[config.mk]
export PLATFORM = sky130hd
export DESIGN_NAME = bank_switch_mapper_scanline_irq_top
export DESIGN_NICKNAME = d
export VERILOG_FILES = /design/src/rtl/bsm_pkg.sv /design/src/rtl/bsm_state.sv /design/src/rtl/bsm_lookup.sv /design/src/rtl/bank_switch_mapper_scanline_irq_top.sv
export SDC_FILE = /design/constraint.sdc
export NUM_CORES = 1
export LEC_CHECK = 0
export BUFFER_PORTS_ARGS = -buffer_cell sky130_fd_sc_hd__buf_4
export CORE_MARGIN = 3
export CORE_UTILIZATION = 65
export CTS_CLUSTER_SIZE = 8
export DETAILED_ROUTE_END_ITERATION = 8
export PLACE_DENSITY = 0.89
export SKIP_CTS_REPAIR_TIMING = 1
export SKIP_LAST_GASP = 1
export SYNTH_ARGS = -nofsm -noshare
export SYNTH_HDL_FRONTEND = slang
export SYNTH_HIERARCHICAL = 1
export SYNTH_SLANG_ARGS = --single-unit
[constraint.sdc]
create_clock -name aclk -period 4.39 [get_ports aclk]
set_input_delay 0.878 -clock aclk [delete_from_list [all_inputs] [get_ports aclk]]
set_output_delay 0.878 -clock aclk [all_outputs]
set_load 0.03 [all_outputs]
[src/rtl/bsm_pkg.sv]
// ----------------------------------------------------------------------------
// bsm_pkg
// Shared types and constants for the bank switch mapper.
// ----------------------------------------------------------------------------
package bsm_pkg;

    localparam int NUM_BANK_REGS = 8;
    localparam int BANK_IDX_W    = $clog2(NUM_BANK_REGS);
    localparam int CFG_INDEX_W   = 2;
    localparam int CFG_DATA_W    = 8;

    typedef enum logic [1:0] {
        MODE_WRITE = 2'd0,
        MODE_CLOCK = 2'd1,
        MODE_PRG   = 2'd2,
        MODE_CHR   = 2'd3
    } item_mode_t;

    // {address[14:13], address[0]} of a write at 0x8000 and above
    typedef enum logic [2:0] {
        REG_BANK_SELECT = 3'b000,
        REG_BANK_DATA   = 3'b001,
        REG_MIRROR      = 3'b010,
        REG_RAM_PROTECT = 3'b011,
        REG_IRQ_LATCH   = 3'b100,
        REG_IRQ_RELOAD  = 3'b101,
        REG_IRQ_DISABLE = 3'b110,
        REG_IRQ_ENABLE  = 3'b111
    } reg_code_t;

    typedef enum logic [CFG_INDEX_W-1:0] {
        CFG_PRG_MASK    = 2'd0,
        CFG_CHR_MASK    = 2'd1,
        CFG_FOUR_SCREEN = 2'd2,
        CFG_UNUSED      = 2'd3
    } cfg_index_t;

    typedef enum logic [1:0] {
        MIRROR_VERTICAL   = 2'd0,
        MIRROR_HORIZONTAL = 2'd1,
        MIRROR_FOUR       = 2'd2
    } mirror_t;

    typedef logic [NUM_BANK_REGS-1:0][7:0] bank_regs_t;

    localparam bank_regs_t BANK_REGS_RESET = {
        8'd1, 8'd0, 8'd7, 8'd6, 8'd5, 8'd4, 8'd2, 8'd0
    };

    localparam logic [7:0] PRG_MASK_RESET    = 8'd63;
    localparam logic [7:0] CHR_MASK_RESET    = 8'd255;
    localparam logic [7:0] RAM_PROTECT_RESET = 8'h80;
    localparam logic [7:0] BANK_SECOND_LAST  = 8'hFE;
    localparam logic [7:0] BANK_LAST         = 8'hFF;

    typedef struct packed {
        logic [7:0] prg_mask;
        logic [7:0] chr_mask;
        logic       four_screen;
        logic [7:0] bank_select;
        bank_regs_t bank_regs;
        logic       mirror_h;
        logic [7:0] ram_protect;
        logic       irq_pending;
    } map_view_t;

endpackage

[src/rtl/bsm_state.sv]
// ----------------------------------------------------------------------------
// bsm_state
// Mapper registers, scanline counter and configuration; presents the
// state as it stands after the item in the execute stage.
// ----------------------------------------------------------------------------
module bsm_state import bsm_pkg::*; (
    input  logic                   aclk,
    input  logic                   aresetn,
    input  logic                   upd_en,
    input  item_mode_t             mode,
    input  logic [15:0]            address,
    input  logic [7:0]             value,
    input  logic                   cfg_wr_en,
    input  logic [CFG_INDEX_W-1:0] cfg_index,
    input  logic [CFG_DATA_W-1:0]  cfg_data,
    output map_view_t              view
);

    logic [7:0] prg_mask_reg, prg_mask_next;
    logic [7:0] chr_mask_reg, chr_mask_next;
    logic       four_screen_reg, four_screen_next;
    logic [7:0] bank_select_reg, bank_select_next;
    bank_regs_t bank_regs_reg, bank_regs_next;
    logic       mirror_h_reg, mirror_h_next;
    logic [7:0] ram_protect_reg, ram_protect_next;
    logic [7:0] irq_latch_reg, irq_latch_next;
    logic [7:0] irq_counter_reg, irq_counter_next;
    logic       irq_enabled_reg, irq_enabled_next;
    logic       irq_pending_reg, irq_pending_next;

    reg_code_t  code;
    logic [7:0] count_step;

    assign code       = reg_code_t'({address[14:13], address[0]});
    assign count_step = (irq_counter_reg == 8'd0) ? irq_latch_reg
                                                  : irq_counter_reg - 8'd1;

    // item effect
    always_comb begin
        bank_select_next = bank_select_reg;
        bank_regs_next   = bank_regs_reg;
        mirror_h_next    = mirror_h_reg;
        ram_protect_next = ram_protect_reg;
        irq_latch_next   = irq_latch_reg;
        irq_counter_next = irq_counter_reg;
        irq_enabled_next = irq_enabled_reg;
        irq_pending_next = irq_pending_reg;
        if (mode == MODE_WRITE && address[15]) begin
            unique case (code)
                REG_BANK_SELECT: bank_select_next = value;
                REG_BANK_DATA:   bank_regs_next[bank_select_reg[BANK_IDX_W-1:0]] = value;
                REG_MIRROR:      mirror_h_next = value[0];
                REG_RAM_PROTECT: ram_protect_next = value;
                REG_IRQ_LATCH:   irq_latch_next = value;
                REG_IRQ_RELOAD:  irq_counter_next = 8'd0;
                REG_IRQ_DISABLE: begin
                    irq_enabled_next = 1'b0;
                    irq_pending_next = 1'b0;
                end
                REG_IRQ_ENABLE:  irq_enabled_next = 1'b1;
                default:         irq_enabled_next = irq_enabled_reg;
            endcase
        end else if (mode == MODE_CLOCK) begin
            irq_counter_next = count_step;
            if (count_step == 8'd0 && irq_enabled_reg) begin
                irq_pending_next = 1'b1;
            end
        end
    end

    always_comb begin
        prg_mask_next    = prg_mask_reg;
        chr_mask_next    = chr_mask_reg;
        four_screen_next = four_screen_reg;
        if (cfg_wr_en) begin
            unique case (cfg_index_t'(cfg_index))
                CFG_PRG_MASK:    prg_mask_next = cfg_data;
                CFG_CHR_MASK:    chr_mask_next = cfg_data;
                CFG_FOUR_SCREEN: four_screen_next = cfg_data[0];
                default:         four_screen_next = four_screen_reg;
            endcase
        end
    end

    always_ff @(posedge aclk) begin
        if (!aresetn) begin
            prg_mask_reg    <= PRG_MASK_RESET;
            chr_mask_reg    <= CHR_MASK_RESET;
            four_screen_reg <= 1'b0;
            bank_select_reg <= 8'd0;
            bank_regs_reg   <= BANK_REGS_RESET;
            mirror_h_reg    <= 1'b0;
            ram_protect_reg <= RAM_PROTECT_RESET;
            irq_latch_reg   <= 8'd0;
            irq_counter_reg <= 8'd0;
            irq_enabled_reg <= 1'b0;
            irq_pending_reg <= 1'b0;
        end else begin
            prg_mask_reg    <= prg_mask_next;
            chr_mask_reg    <= chr_mask_next;
            four_screen_reg <= four_screen_next;
            if (upd_en) begin
                bank_select_reg <= bank_select_next;
                bank_regs_reg   <= bank_regs_next;
                mirror_h_reg    <= mirror_h_next;
                ram_protect_reg <= ram_protect_next;
                irq_latch_reg   <= irq_latch_next;
                irq_counter_reg <= irq_counter_next;
                irq_enabled_reg <= irq_enabled_next;
                irq_pending_reg <= irq_pending_next;
            end
        end
    end

    always_comb begin
        view.prg_mask    = prg_mask_reg;
        view.chr_mask    = chr_mask_reg;
        view.four_screen = four_screen_reg;
        view.bank_select = bank_select_next;
        view.bank_regs   = bank_regs_next;
        view.mirror_h    = mirror_h_next;
        view.ram_protect = ram_protect_next;
        view.irq_pending = irq_pending_next;
    end

    a_pending_from_clock: assert property (@(posedge aclk) disable iff (!aresetn)
        $rose(irq_pending_reg) |-> $past(upd_en && mode == MODE_CLOCK))
        else $error("irq pending set without a counter clock");

    a_enable_drop: assert property (@(posedge aclk) disable iff (!aresetn)
        $fell(irq_enabled_reg) |-> $past(upd_en && mode == MODE_WRITE && address[15]
                                         && code == REG_IRQ_DISABLE))
        else $error("irq enable cleared without a disable write");

    a_pending_needs_enable: assert property (@(posedge aclk) disable iff (!aresetn)
        $rose(irq_pending_reg) |-> $past(irq_enabled_reg))
        else $error("irq pending set while disabled");

endmodule

[src/rtl/bsm_lookup.sv]
// ----------------------------------------------------------------------------
// bsm_lookup
// Program and pattern window lookup with bank count masking.
// ----------------------------------------------------------------------------
module bsm_lookup import bsm_pkg::*; (
    input  item_mode_t  mode,
    input  logic [15:0] address,
    input  map_view_t   view,
    output logic [7:0]  bank
);

    logic       swap;
    logic [2:0] slot;
    logic [7:0] prg_raw;
    logic [7:0] chr_raw;

    assign swap = view.bank_select[6];
    assign slot = address[12:10] ^ {view.bank_select[7], 2'b00};

    always_comb begin
        unique case (address[14:13])
            2'd0:    prg_raw = swap ? BANK_SECOND_LAST : view.bank_regs[6];
            2'd1:    prg_raw = view.bank_regs[7];
            2'd2:    prg_raw = swap ? view.bank_regs[6] : BANK_SECOND_LAST;
            default: prg_raw = BANK_LAST;
        endcase
    end

    always_comb begin
        unique case (slot)
            3'd0:    chr_raw = {view.bank_regs[0][7:1], 1'b0};
            3'd1:    chr_raw = {view.bank_regs[0][7:1], 1'b1};
            3'd2:    chr_raw = {view.bank_regs[1][7:1], 1'b0};
            3'd3:    chr_raw = {view.bank_regs[1][7:1], 1'b1};
            3'd4:    chr_raw = view.bank_regs[2];
            3'd5:    chr_raw = view.bank_regs[3];
            3'd6:    chr_raw = view.bank_regs[4];
            default: chr_raw = view.bank_regs[5];
        endcase
    end

    always_comb begin
        bank = 8'd0;
        if (mode == MODE_PRG && address[15]) begin
            bank = prg_raw & view.prg_mask;
        end else if (mode == MODE_CHR && address[15:13] == 3'd0) begin
            bank = chr_raw & view.chr_mask;
        end
    end

endmodule

[src/rtl/bank_switch_mapper_scanline_irq_top.sv]
// ----------------------------------------------------------------------------
// bank_switch_mapper_scanline_irq_top
// Bank switching mapper with scanline interrupt counter, one result per item.
//
//   channel   dir  tdata                                  tuser
//   s_        in   address[15:0] value[23:16]             mode[1:0]
//   m_        out  bank[7:0] irq_line[8] mirror_mode[10:9]  -
//                  ram_enable[11] ram_write_enable[12]
//   cfg_      in   write port, index 0..2, 8-bit data
//
// One transfer per cycle sustained while m_ is not stalled; a result passes
// through the input register, then the result register, before it leaves.
// The execute step between those registers applies the item to the mapper
// state and does the window lookup in the same cycle.
// Reset clears the valid flags and loads the mapper state and the configuration with their reset values.
// A stall on m_ holds the result register; s_ keeps taking items until
// the input register is also full.
// ----------------------------------------------------------------------------
module bank_switch_mapper_scanline_irq_top import bsm_pkg::*; (
    input  logic                   aclk,
    input  logic                   aresetn,
    input  logic                   s_tvalid,
    output logic                   s_tready,
    input  logic [23:0]            s_tdata,   // address[15:0], value[23:16]
    input  logic [1:0]             s_tuser,   // mode[1:0]
    output logic                   m_tvalid,
    input  logic                   m_tready,
    output logic [15:0]            m_tdata,   // bank[7:0], irq_line[8], mirror_mode[10:9],
                                              // ram_enable[11], ram_write_enable[12], zero
    input  logic                   cfg_wr_en,
    input  logic [CFG_INDEX_W-1:0] cfg_index,
    input  logic [CFG_DATA_W-1:0]  cfg_data
);

    logic        in_valid_reg, in_valid_next;
    item_mode_t  in_mode_reg;
    logic [15:0] in_addr_reg;
    logic [7:0]  in_value_reg;
    logic        out_valid_reg, out_valid_next;
    logic [15:0] out_data_reg, out_data_next;

    logic        advance;
    logic        s_fire;
    logic        upd_en;
    map_view_t   view;
    logic [7:0]  bank;
    mirror_t     mirror;
    logic        ram_en;
    logic        ram_wr_en;

    assign advance  = !out_valid_reg || m_tready;
    assign s_tready = !in_valid_reg || advance;
    assign s_fire   = s_tvalid && s_tready;
    assign upd_en   = in_valid_reg && advance;

    bsm_state u_state (
        .aclk      (aclk),
        .aresetn   (aresetn),
        .upd_en    (upd_en),
        .mode      (in_mode_reg),
        .address   (in_addr_reg),
        .value     (in_value_reg),
        .cfg_wr_en (cfg_wr_en),
        .cfg_index (cfg_index),
        .cfg_data  (cfg_data),
        .view      (view)
    );

    bsm_lookup u_lookup (
        .mode    (in_mode_reg),
        .address (in_addr_reg),
        .view    (view),
        .bank    (bank)
    );

    assign mirror    = view.four_screen ? MIRROR_FOUR :
                       (view.mirror_h ? MIRROR_HORIZONTAL : MIRROR_VERTICAL);
    assign ram_en    = view.ram_protect[7];
    assign ram_wr_en = view.ram_protect[7] && !view.ram_protect[6];

    always_comb begin
        in_valid_next  = s_fire ? 1'b1 : (advance ? 1'b0 : in_valid_reg);
        out_valid_next = advance ? in_valid_reg : out_valid_reg;
        out_data_next  = {3'b000, ram_wr_en, ram_en, mirror, view.irq_pending, bank};
    end

    always_ff @(posedge aclk) begin
        if (!aresetn) begin
            in_valid_reg  <= 1'b0;
            out_valid_reg <= 1'b0;
        end else begin
            in_valid_reg  <= in_valid_next;
            out_valid_reg <= out_valid_next;
        end
    end

    always_ff @(posedge aclk) begin
        if (s_fire) begin
            in_mode_reg  <= item_mode_t'(s_tuser);
            in_addr_reg  <= s_tdata[15:0];
            in_value_reg <= s_tdata[23:16];
        end
        if (upd_en) begin
            out_data_reg <= out_data_next;
        end
    end

    assign m_tvalid = out_valid_reg;
    assign m_tdata  = out_data_reg;

    a_out_from_stage: assert property (@(posedge aclk) disable iff (!aresetn)
        $rose(m_tvalid) |-> $past(in_valid_reg))
        else $error("result without an item in the execute stage");

    a_ram_enables: assert property (@(posedge aclk) disable iff (!aresetn)
        m_tvalid |-> !(m_tdata[12] && !m_tdata[11]))
        else $error("ram write enable without ram enable");

    a_mirror_code: assert property (@(posedge aclk) disable iff (!aresetn)
        m_tvalid |-> m_tdata[10:9] != 2'd3)
        else $error("illegal mirroring code");

endmodule

# Word level (Yosys, flattened, before mapping)
# Index checks and enable logic that the tools add are counted.
# W data, S select, Z words.
# word_totals
reg_bits	157
input_bits	41
output_inout_bits	18
wordCells	118
# op_classes
add_sub_neg	1
n_lt_le_gt_ge	2
eq_ne	21
muxes	29
n_bitwise	3
n_reduce_logical	33
# op_table
op	n
$mux W64	2
$mux W8	13
$bwmux W64	1
$pmux W8 S7	1
$demux W8 S3	1
$pmux W8 S3	1
$eq A3 B3 Y1 const B	7
$reduce_and A3 Y1	6
$and A8 B8 Y8	2
$logic_not A8 Y1	2
$eq A3 B2 Y1 const B	4
$logic_not A3 Y1	3
$mux W1	9
$eq A2 B2 Y1 const B	4
$logic_and A1 B1 Y1	8
$sub A8 B1 Y8 const B	1
$eq A2 B1 Y1 const B	3
$eq A3 B1 Y1 const B	2
$logic_not A2 Y1	3
$reduce_and A2 Y1	3
$reduce_bool A2 Y1	3
$lt A3 B4 Y1 const B	1
$ge A3 B1 Y1 const B	1
$logic_not A1 Y1	3
4 further kinds	5

# Logic depth before layout (Yosys ltp)
# logic_depth
word_depth	11
mapped_depth	9

# Modules after synthesis
# The synthesis kept the hierarchy.
# modules_own_cells
mod	instances	cells_each	area_each_um2
bsm_state	1	618	5746.8
bank_switch_mapper_scanline_irq_top	1	54	1303.8
bsm_lookup	1	107	737.0

# Worst setup path after synthesis
# Ideal clock, no wire load.
# synth_path
path_type	input to register
from	input port m_tready
to	register u_state/bank_regs_reg[0] (netlist name)
setup_ps	128
arrival_ps	2763
required_ps	4262
slack_ps	1500
cell_stages	7
path_cell_list	and2b_4 -> nor2b_2 -> nor2b_1 -> nand4b_4 -> nor3_4 -> mux2i_1 -> nor2_1
# synth_between
elab_chain_len	3
# synth_lines
item	line	rtl
start: declaration	bank_switch_mapper_scanline_irq_top.sv:27	input logic m_tready,
$logic_or A1 B1 Y1	bank_switch_mapper_scanline_irq_top.sv:51	assign advance = !out_valid_reg || m_tready;
$logic_and A1 B1 Y1	bank_switch_mapper_scanline_irq_top.sv:54	assign upd_en = in_valid_reg && advance;
named net upd_en	bank_switch_mapper_scanline_irq_top.sv:44	logic upd_en;
$reduce_and A3 Y1 (no source line)	--	
end signal: assignment	bsm_state.sv:104	bank_regs_reg <= bank_regs_next;
end: declaration	bsm_state.sv:23	bank_regs_t bank_regs_reg, bank_regs_next;
# The timed path passes the listed nets, and every way through them passes these cells.
# A chain may end at the register's enable or synchronous reset.

==> run metrics <==
CTS tree yes; setup slack, reg-to-reg 1.22 ns; PortBufs 46; drt total wl 18.46 mm; WS Path Type reg2reg; clock root buffer clkbuf_8; Starting Density 67.39%; crit path from in_addr_reg[14]; Filler cells 641; Setup TNS 0 ns; DIE HEIGHT 109.7 um; Crit Path Max Fanout 15; drt first pass iters 7; Die X 109.7 um; worst path cell trace nor4b_4, nand2_1, mux2_2, xnor2_1, nand2_1, o22ai_1, o31ai_1; GPL Wtd Cong 0.8714; Synth-to-Final Area Change 12.53%; share of layout cells above drive strength 1 24.43%; leading cell types in the layout, fill and taps excluded dfxtp_1, nand2_1, mux2i_1; area of the multi-input gates 0.003680 mm^2; Hold Vio Cnt, Final 0; period utilisation layout 72.30%; first-pass GRT wire length between 20 and 30 mm; Max rail drop VDD 0.3332 mV; leakage 3.279 nW; Syn Std Cell Area approximately 0.007 mm^2; Worst Setup EP m_tdata[4]; setup slack after layout 1.216 ns; Via-to-Cell Ratio 6.558; Top Ports 59; RR Endpoint m_tdata[4]; # DRC 0; Synth Instances 717; total grt overflow 0; total number of vias 5804; count of final max-slew check failures 0; post-route antenna net violation count 0; clock buffer count from CTS 17; total core area 0.01037 mm^2; Largest register FFs 62; WP buf/inv 0; Crit. path cell count 7; Register Area 0.003043 mm^2; status complete, no violations; Cell Rows 37; dpl ws 1.172 ns; R2R depth 7; Max Clock Freq around 320 MHz; worst-skew pair later-pin latency ~0.54 ns; Worst slew margin 19.15%; Syn Area/Cell around 9.7 um^2; Crit. End Element register; initial antenna violation count 0; Setup Skew about 0.012 ns; fin crit period 3.174 ns; WL/cell approximately 21 um; total track usage 31.52%; Min-Delay Path Class reg2reg; nets 779; Max Cap Viol 0; CP arrival roughly 3.4 ns; reg2reg start in_addr_reg[14]; clk buf depth 2; CP required 4.65 ns; Max stage delay on crit path 0.66 ns; Slowest-stage cell, CP edfxtp_1; PwrDens 364.8 mW/mm^2; die footprint 0.01203 mm^2; DRT iter0 DRCs approximately 830; yosys warns 6; TritonCTS sink count 137; Ant. Diodes 0; HPWL Detailed 11.54 mm; final setup vio count 0; Reg clk slew, reported paths 0.06 ns; cell mode on critical path nand2_1; critical path launch point type register; Top Family by Delay on Critical Path simple AND/OR/NAND/NOR gates; Worst Max-Slew Pin Slew 1.213 ns; H-tree levels 4; most common cell after layout, fill and taps aside dfxtp_1; pin count of the biggest net entering global routing 65; RSZ-0062 raised after global routing no; vias in the first global route ~5600
==> power breakdown <==
group,switching [mW],internal (mW),total [mW]
combinational,0.101,0.0632,0.164
clock,0.558,0.785,1.34
sequential,0.0470,1.31,1.36
==> per-layer routing <==
layer / up-vias / track usage, % / routed length [um]
met4: 0 / 15.85 / 827
met2: 370 / 51.66 / 8832
met1: 2763 / 37.48 / 7138
met3: 79 / 9.571 / 1660
li1: 2592 / - / -
met5: - / 0 / 0
==> worst reg2reg max path, delay by kind of cell (launching register included) <==
| kind | cells | cell delay, ns |
|---|---|---|
| simple gates | 3 | 0.94 |
| flops | 1 | 0.66 |
| xor+xnor | 1 | 0.49 |
| compound gates | 2 | 0.48 |
| mux | 1 | 0.35 |
==> worst min-delay path by stage <==
stage | start | endpoint | depth (start not counted)
6_report | u_state/bank_regs_reg[17] | u_state/bank_regs_reg[17] | 2
2_1_floorplan | u_state/bank_regs_reg[16] | u_state/bank_regs_reg[16] | 2
5_1_grt | u_state/bank_regs_reg[17] | u_state/bank_regs_reg[17] | 2
4_1_cts | u_state/bank_regs_reg[17] | u_state/bank_regs_reg[17] | 2
3_3_place_gp | u_state/bank_regs_reg[23] | u_state/bank_regs_reg[23] | 2
3_5_place_dp | u_state/bank_regs_reg[23] | u_state/bank_regs_reg[23] | 2
==> area by class of cell <==
type	instances	share of cell area (%)
inverters	10	0.4773
multi-input cells	520	46.79
clock buffers	19	5.617
flip-flops and latches	137	38.70
clock inverters	13	1.480
well taps	136	2.164
repair buffers	50	4.773
==> per-stage QoR <==
stage	util (%)	hold WS (ns)	power (mW)	area (um^2)	instances
floorplan	-	0.4329	1.474	6995	719
global placement	70.45	0.4401	1.534	7306	853
detailed placement	70.45	0.4516	1.541	7306	853
CTS	75.83	0.4645	2.875	7864	885
global route	75.83	0.4820	2.949	7864	885
finish	75.83	0.4682	2.869	7864	885
Note: power is estimated with default switching activity, not from simulation.
